--- config.mk ---
export PLATFORM = sky130hd
export DESIGN_NAME = bsc_cfg_regs
export DESIGN_NICKNAME = d
export VERILOG_FILES = /design/src/rtl/bsc_pkg.sv /design/src/rtl/bsc_cfg_regs.sv
export SDC_FILE = /design/constraint.sdc
export NUM_CORES = 1
export LEC_CHECK = 0
export ABC_AREA = 1
export BUFFER_PORTS_ARGS = -buffer_cell sky130_fd_sc_hd__buf_2
export CAP_MARGIN = 20
export CORE_UTILIZATION = 37
export CTS_CLUSTER_SIZE = 8
export DETAILED_ROUTE_END_ITERATION = 16
export SKIP_CTS_REPAIR_TIMING = 1
export SYNTH_ARGS = -nofsm -noshare
export SYNTH_HDL_FRONTEND = slang
export SYNTH_SLANG_ARGS = --single-unit
--- constraint.sdc ---
create_clock -name clk -period 1.8 [get_ports clk]
set_input_delay 0.36 -clock clk [delete_from_list [all_inputs] [get_ports clk]]
set_output_delay 0.36 -clock clk [all_outputs]
set_load 0.05 [all_outputs]
--- src/rtl/bsc_pkg.sv ---
// Shared widths, register indexes and types for the barometric compensation core.
package bsc_pkg;

  localparam int RAW_W   = 24;
  localparam int COEF_W  = 16;
  localparam int TEMP_W  = 19;
  localparam int PRES_W  = 23;
  localparam int CFG_IDX_W = 3;

  // Register indexes on the configuration port
  localparam logic [CFG_IDX_W-1:0] CFG_SENS          = 3'd0;
  localparam logic [CFG_IDX_W-1:0] CFG_OFFSET        = 3'd1;
  localparam logic [CFG_IDX_W-1:0] CFG_SENS_TEMPCO   = 3'd2;
  localparam logic [CFG_IDX_W-1:0] CFG_OFFSET_TEMPCO = 3'd3;
  localparam logic [CFG_IDX_W-1:0] CFG_REF_TEMP      = 3'd4;
  localparam logic [CFG_IDX_W-1:0] CFG_TEMP_SLOPE    = 3'd5;

  localparam logic signed [TEMP_W-1:0] TEMP_BASE = 19'sd2000;

  typedef struct packed {
    logic [COEF_W-1:0] sens;
    logic [COEF_W-1:0] offset;
    logic [COEF_W-1:0] sens_tempco;
    logic [COEF_W-1:0] offset_tempco;
    logic [COEF_W-1:0] ref_temp;
    logic [COEF_W-1:0] temp_slope;
  } coef_t;

endpackage

--- src/rtl/bsc_cfg_regs.sv ---
// Calibration word registers written through the plain configuration port.
module bsc_cfg_regs
  import bsc_pkg::*;
(
  input  logic                 clk,
  input  logic                 rst_n,
  input  logic                 cfg_we,
  input  logic [CFG_IDX_W-1:0] cfg_idx,
  input  logic [COEF_W-1:0]    cfg_wdata,
  output coef_t                coef
);

  coef_t coef_r;
  coef_t coef_nxt;

  always_comb begin
    coef_nxt = coef_r;
    if (cfg_we) begin
      case (cfg_idx)
        CFG_SENS:          coef_nxt.sens          = cfg_wdata;
        CFG_OFFSET:        coef_nxt.offset        = cfg_wdata;
        CFG_SENS_TEMPCO:   coef_nxt.sens_tempco   = cfg_wdata;
        CFG_OFFSET_TEMPCO: coef_nxt.offset_tempco = cfg_wdata;
        CFG_REF_TEMP:      coef_nxt.ref_temp      = cfg_wdata;
        CFG_TEMP_SLOPE:    coef_nxt.temp_slope    = cfg_wdata;
        default:           coef_nxt = coef_r;  // drop writes to unused indexes
      endcase
    end
  end

  always_ff @(posedge clk) begin
    if (!rst_n) begin
      coef_r <= '0;
    end else begin
      coef_r <= coef_nxt;
    end
  end

  assign coef = coef_r;

endmodule

==> metrics.yaml, run 1 <==
placement:
  dp.final_hpwl_um: 7700
  port_buffers: 117
  place_area_mm2: 0.00456
  globalplace.congestion: 0.800
floorplanning:
  ios: 118
  die_x_um: 104
  row_count: 36
  start_util: 0.388
  die_area_mm2: 0.0108
  die_y_um: 104
  core_area_mm2: 0.00995
sta:
  relSlewSlack: 0.576
  slew_violations: 0
  setup_tns_ns: 0
  timing.final.crit_share: 0.773
  rsz0062_at_grt: "no"
  post-route-min-period_ns: 1.39
  setup-violations-final: 0
  whs_ns: 0.377
  fin_skew_ns: 0
  fmax_mhz: 718
  worst_slew_pin_slew_ns: 0.635
  finalHoldViolations: 0
synthesis:
  synth_seq_cells: 96
  syn_avg_cell_area_um2: 6.99
  synth.net_count: 574
  yosysWarnings: 0
  ys_seq_area_frac: 0.498
  synth_area_mm2: 0.00386
  synth_cell_types: 12
  postSynthCellCount: 552
global_route:
  overflow: 0
  grt_util_all_layers: 0.213
  grt_pass1_vias: 3428
  grt_max_degree: 45
  grt_first_pass_wirelength_um: 17800
  antenna_found_initial: 0
setup_path:
  crit_cells: 1
  crit_path_top_delay_cell: "dfxtp_1"
  cp_top_family: "flip-flops"
  r2r_cells: 2
  cp-endpoint: "coef[7]"
  crit_type: "flip-flop to output port"
  crit_buf_inv: 1
  crit_start: "coef[7]"
  max_stage_delay_ns: 0.38
  r2r-end: "coef[95]"
  endpoint_kind: "output port"
  cp_data_required_time_ns: 1.44
  cp-start-kind: "flip-flop"
  r2r-start: "coef[95]"
  path_max_fanout: 2
  crit_chain: "buf_2"
  rrSetupSlack_ns: 1.19
  worstPathArrival_ns: 1.03
drt:
  drcViolationCount: 0
  drt-wirelength-per-cell_um: 14.3
  totalWireLength_um: 11300
  drt_first_pass_iters: 4
  drt_first_iter_violations: 200
  via_count: 3745
  via_per_inst: 4.72
  drtAntennaViolNets: 0
clock_network:
  clk_pin_slew_ns: 0.10
  clock-root-buffer: "clkbuf_8"
  cts_tree: "built"
  numCtsBuffers: 9
  cts.sinks: 96
  clock_path_buffers: 2
  h-tree-depth: 3
  clk_latency_ns: 0.36
power_and_ir_drop:
  ir_drop_uv: 359
  clkPwrFrac: 0.326
  p_seq_frac: 0.504
  p_leak_nw: 2.34
  power_density_mw_per_mm2: 931
  p_switching_mw: 1.40
  internal_power_mw: 3.03
  power_mw: 4.43
  share_comb_of_total_power: 0.170
  switching_share: 0.316
layout:
  n_antenna_cell: 0
  mostFrequentLayoutCell: "nor2_1"
  final_cell_mix: "nor2_1 (192), buf_2 (117), nand2_1 (101)"
  largest_reg_flops: 96
  final_nets: 677
  fin_area_mm2: 0.00476
  area_delta_synth_final_pct: 23.4
  fillers: 1049
  drive_above_1_share: 0.235
flow_run:
  maxCapViolCount: 0
outcome:
  outcome: "finished clean"
min_path:
  min_path_type: "primary input to flip-flop"
  hp-start: "rst_n"
[worst min path at each step]
stage / endpoint / slack (ns) / depth (start not counted)
after floorplan: coef[64] / 0.60 / 4
after global placement: coef[55] / 0.46 / 2
after detailed placement: coef[49] / 0.47 / 2
after CTS: coef[31] / 0.37 / 3
after global routing: coef[16] / 0.40 / 3
final: coef[31] / 0.38 / 3
[cells in the mapped netlist (all sizes together)]
library cell / instances / area, um^2
dfxtp: 96 / 1920
inv: 22 / 82.6
nor2: 202 / 811
nand3: 96 / 480
buf: 34 / 178
nand2: 102 / 385
[area by class of cell]
| cell class | instances | area [um^2] | share of cell area |
|---|---|---|---|
| well taps | 133 | 166 | 0.0350 |
| repair buffers | 126 | 703 | 0.148 |
| clock inverters | 7 | 78.8 | 0.0166 |
| clock buffers | 9 | 124 | 0.0260 |
| flip-flops and latches | 96 | 1920 | 0.404 |
| inverters | 22 | 82.6 | 0.0173 |
| multi-input cells | 400 | 1680 | 0.354 |
[per-stage QoR]
stage / cells / util / setup slack, ns
2_1_floorplan: 552 / - / 0.669
4_1_cts: 793 / 0.478 / 0.388
3_5_place_dp: 777 / 0.458 / 0.349
3_3_place_gp: 777 / 0.458 / 0.384
6_report: 793 / 0.478 / 0.408
5_1_grt: 793 / 0.478 / 0.372
[worst min-delay path, cell delays in order]
cell     delay (ns)
buf_2          0.22
nand2_1        0.11
nor2_1         0.03
[logic make-up (layout without fill, tap and decap cells)]
group	after synthesis	after routing	synth area share
and+or+nand+nor	400	400	0.434
buffers and inverters	56	164	0.0674
DFF	96	96	0.498
[metal layers]
layer  GRT usage  vias to the layer above  routed length (um)
li1            -                     1922                   -
met1       0.294                     1683                5160
met2       0.333                      130                5100
met3      0.0363                       10                 941
met4      0.0796                        0                 139
met5           0                        -                   0
[power groups by stage]
stage	clock, mW	combinational (mW)	sequential, mW
floorplan	0	0.293	2.54
global placement	0	0.745	2.28
detailed placement	0	0.750	2.29
CTS	1.49	0.752	2.24
global route	1.56	0.809	2.25
finish	1.45	0.753	2.24
(Power assumes the default switching activity.)
==> run 2: changes to the inputs <==
--- a/config.mk
+++ b/config.mk
@@ -5,7 +5,7 @@
 export SDC_FILE = /design/constraint.sdc
 export NUM_CORES = 1
 export LEC_CHECK = 0
-export ABC_AREA = 1
+export ABC_AREA = 0
 export BUFFER_PORTS_ARGS = -buffer_cell sky130_fd_sc_hd__buf_2
 export CAP_MARGIN = 20
 export CORE_UTILIZATION = 37
==> constraint.sdc (replaced) <==
create_clock -name clk -period 1.2 [get_ports clk]
set_input_delay 0.24 -clock clk [delete_from_list [all_inputs] [get_ports clk]]
set_output_delay 0.24 -clock clk [all_outputs]
set_load 0.05 [all_outputs]
==> run 2 against run 1 <==
- die area is 9.3% lower
- register-to-register slack worse by 0.62 ns
- via count is 27% lower
- worst hold slack worse by 0.082 ns
- worst setup slack worse by 0.38 ns
- global-route usage is 3.5 points lower
- core utilization is 4.7 points higher
- sequential power is 47% higher
- critical path type unchanged
- critical endpoint is now coef[47]
- highest routed layer unchanged
==> metrics.yaml, run 2 <==
outcome:
  outcome: "finished clean"
power_and_ir_drop:
  switching_share: 0.251  # -0.0652
  clkPwrFrac: 0.392  # +0.066
  ir_drop_uv: 557  # +55%
  p_switching_mw: 1.66  # +18%
  internal_power_mw: 4.95  # +63%
  power_density_mw_per_mm2: 1370  # +47%
  p_seq_frac: 0.499  # -0.005
  share_comb_of_total_power: 0.109  # -0.061
  p_leak_nw: 2.51  # +7.5%
placement:
  dp.final_hpwl_um: 6020  # -22%
  place_inst: 551  # -29%
  port_buffers: 117  # unchanged
  globalplace.congestion: 0.695  # -13%
drt:
  via_per_inst: 4.81  # +1.8%
  drt_first_iter_violations: 67  # -67%
  drtAntennaViolNets: 0  # unchanged
  via_count: 2727  # -27%
  drcViolationCount: 0  # unchanged
  drt_first_pass_iters: 4  # unchanged
  drt-wirelength-per-cell_um: 15.3  # +6.8%
  totalWireLength_um: 8660  # -24%
synthesis:
  synth_cell_types: 13  # +1
  synth_area_mm2: 0.00349  # -9.4%
  synth.most_common_cell: "nand2_1"
  yosysWarnings: 0  # unchanged
  syn_avg_cell_area_um2: 10.5  # +50%
  synth_area_leader_cell: "dfxtp_1"
  synth_seq_cells: 96  # unchanged
  ys_seq_area_frac: 0.550  # +0.0519
  synth_common_cells: "nand2_1 (112), dfxtp_1 (96), mux2i_1 (96)"
  postSynthCellCount: 334  # -39%
  synth.net_count: 356  # -38%
  synth_edf_count: 0  # unchanged
  synthTopCellsByArea: "dfxtp_1 (55%), mux2i_1 (27%), nand2_1 (12%), buf_2 (1.3%), clkbuf_1 (1.2%)"
  yosysTopAreaCellShare: 0.550  # +0.0519
  async_flop_share: 0  # unchanged
  ys.flop_type: "dfxtp_1"
clock_network:
  clk_latency_ns: 0.35  # about the same
  cts.sinks: 96  # unchanged
  clk_pin_slew_ns: 0.09  # about the same
  h-tree-depth: 3  # unchanged
  numCtsBuffers: 9  # unchanged
  clock_path_buffers: 2  # unchanged
  clock-root-buffer: "clkbuf_8"
  cts_tree: "built"
sta:
  fin_skew_ns: 0  # unchanged
  worst_slew_pin_slew_ns: 0.305  # -0.330 ns
  relSlewSlack: 0.796  # +0.220
  finalHoldViolations: 0  # unchanged
  setup-violations-final: 0  # unchanged
  fmax_mhz: 855
  timing.final.crit_share: 0.975
  whs_ns: 0.294  # -0.0823 ns
  post-route-min-period_ns: 1.17
  slew_violations: 0  # unchanged
setup_path:
  rrSetupSlack_ns: 0.57  # -0.62 ns
  crit_type: "flip-flop to output port"
  cp_top_family: "flip-flops"
  worstPathArrival_ns: 0.93  # -0.10 ns
  crit_path_top_delay_cell: "dfxtp_1"
  endpoint_kind: "output port"
  crit_buf_inv: 1  # unchanged
  max_stage_delay_ns: 0.37  # about the same
  path_max_fanout: 2  # unchanged
  crit_chain: "buf_4"
  cp_data_required_time_ns: 0.96  # -0.48 ns
  cp-start-kind: "flip-flop"
layout:
  final_nets: 473  # -30%
  largest_reg_flops: 96  # unchanged
  n_antenna_cell: 0  # unchanged
  fillers: 869  # -17%
  final_cells: 567  # -28%
  area_delta_synth_final_pct: 38.2
  drive_above_1_share: 0.325  # +0.0897
  final_cell_mix: "nand2_1 (112), mux2i_1 (96), dfxtp_1 (96)"
  mostFrequentLayoutCell: "nand2_1"
global_route:
  antenna_found_initial: 0  # unchanged
  grt_max_degree: 45  # unchanged
  grt_pass1_vias: 2524  # -26%
  grt_first_pass_wirelength_um: 13500  # -24%
  overflow: 0  # unchanged
  grt_util_all_layers: 0.178  # -0.0351
floorplanning:
  row_count: 35  # -2.8%
  die_x_um: 99.2  # -4.7%
  start_util: 0.380  # -0.00763
  die_y_um: 99.2  # -4.7%
  core_area_mm2: 0.00920  # -7.6%
  die_area_mm2: 0.00984  # -9.3%
  ios: 118  # unchanged
flow_run:
  maxCapViolCount: 0  # unchanged
min_path:
  min_path_type: "primary input to flip-flop"
-- run 2: cell types whose count changed after synthesis, moves of 3 or more --
cell and change:
buf_2 -13, nor2_2 -3, clkbuf_1 +11, nor2_4 -6, inv_1 -20, buf_1 -5, buf_4 -5, nand3_1 -96
nand2_1 +11, mux2i_1 +96, nor2_1 -193
-- run 2: kinds of logic (layout without fill, tap and decap cells) --
logic type	after synthesis	count (layout)	share of synthesized area
flip-flops	96	96	0.550
multiplexers	96	96	0.275
buffers and inverters	24	146	0.0369
AND/OR/NAND/NOR	118	118	0.138
-- run 2: final timing paths --
check | start | end | cells past startpoint
hold / removal | cfg_wdata[8] | coef[8] | 3
hold reg to reg | coef[18] | coef[18] | 2
setup reg to reg | coef[54] | coef[54] | 2
setup / recovery | coef[47] | coef[47] | 1
-- run 2: through the flow --
stage               power, mW  setup TNS, ns  utilization  instance area [um^2]  worst slack [ns]
finish                   6.60              0        0.525                  4830            0.0300
detailed placement       4.05          -4.85        0.467                  4290            -0.212
global route             6.83        -0.0320        0.525                  4830          -0.00895
CTS                      6.62          -1.80        0.494                  4550           -0.0452
global placement         4.04          -3.77        0.467                  4290            -0.173
floorplan                3.82         -0.743            -                  3500           -0.0743
-- run 2: power groups by stage --
stage	Combinational (mW)	Clock (mW)	Sequential (mW)
final	0.719	2.59	3.29
after global routing	0.762	2.76	3.30
after CTS	0.684	2.65	3.29
after detailed placement	0.683	0	3.36
after global placement	0.675	0	3.36
after floorplan	0.217	0	3.61
-- run 2: area by class of cell --
type                            count  area (um^2)  share of cell area
Clock buffer                       10          138              0.0285
Clock inverter                      6          115              0.0238
Multi-Input combinational cell    214         1450               0.300
Sequential cell                    96         1920               0.398
Tap cell                          111          139              0.0288
Timing Repair Buffer              130         1070               0.221
-- run 2: layer usage --
metal | share of wire | routed length (um) | vias to the layer above | GRT usage
li1 | - | - | 1336 | -
met1 | 0.47 | 4040 | 1293 | 0.237
met2 | 0.44 | 3840 | 87 | 0.269
met3 | 0.075 | 650 | 11 | 0.0597
met4 | 0.015 | 128 | 0 | 0.0667
met5 | 0 | 0 | - | 0
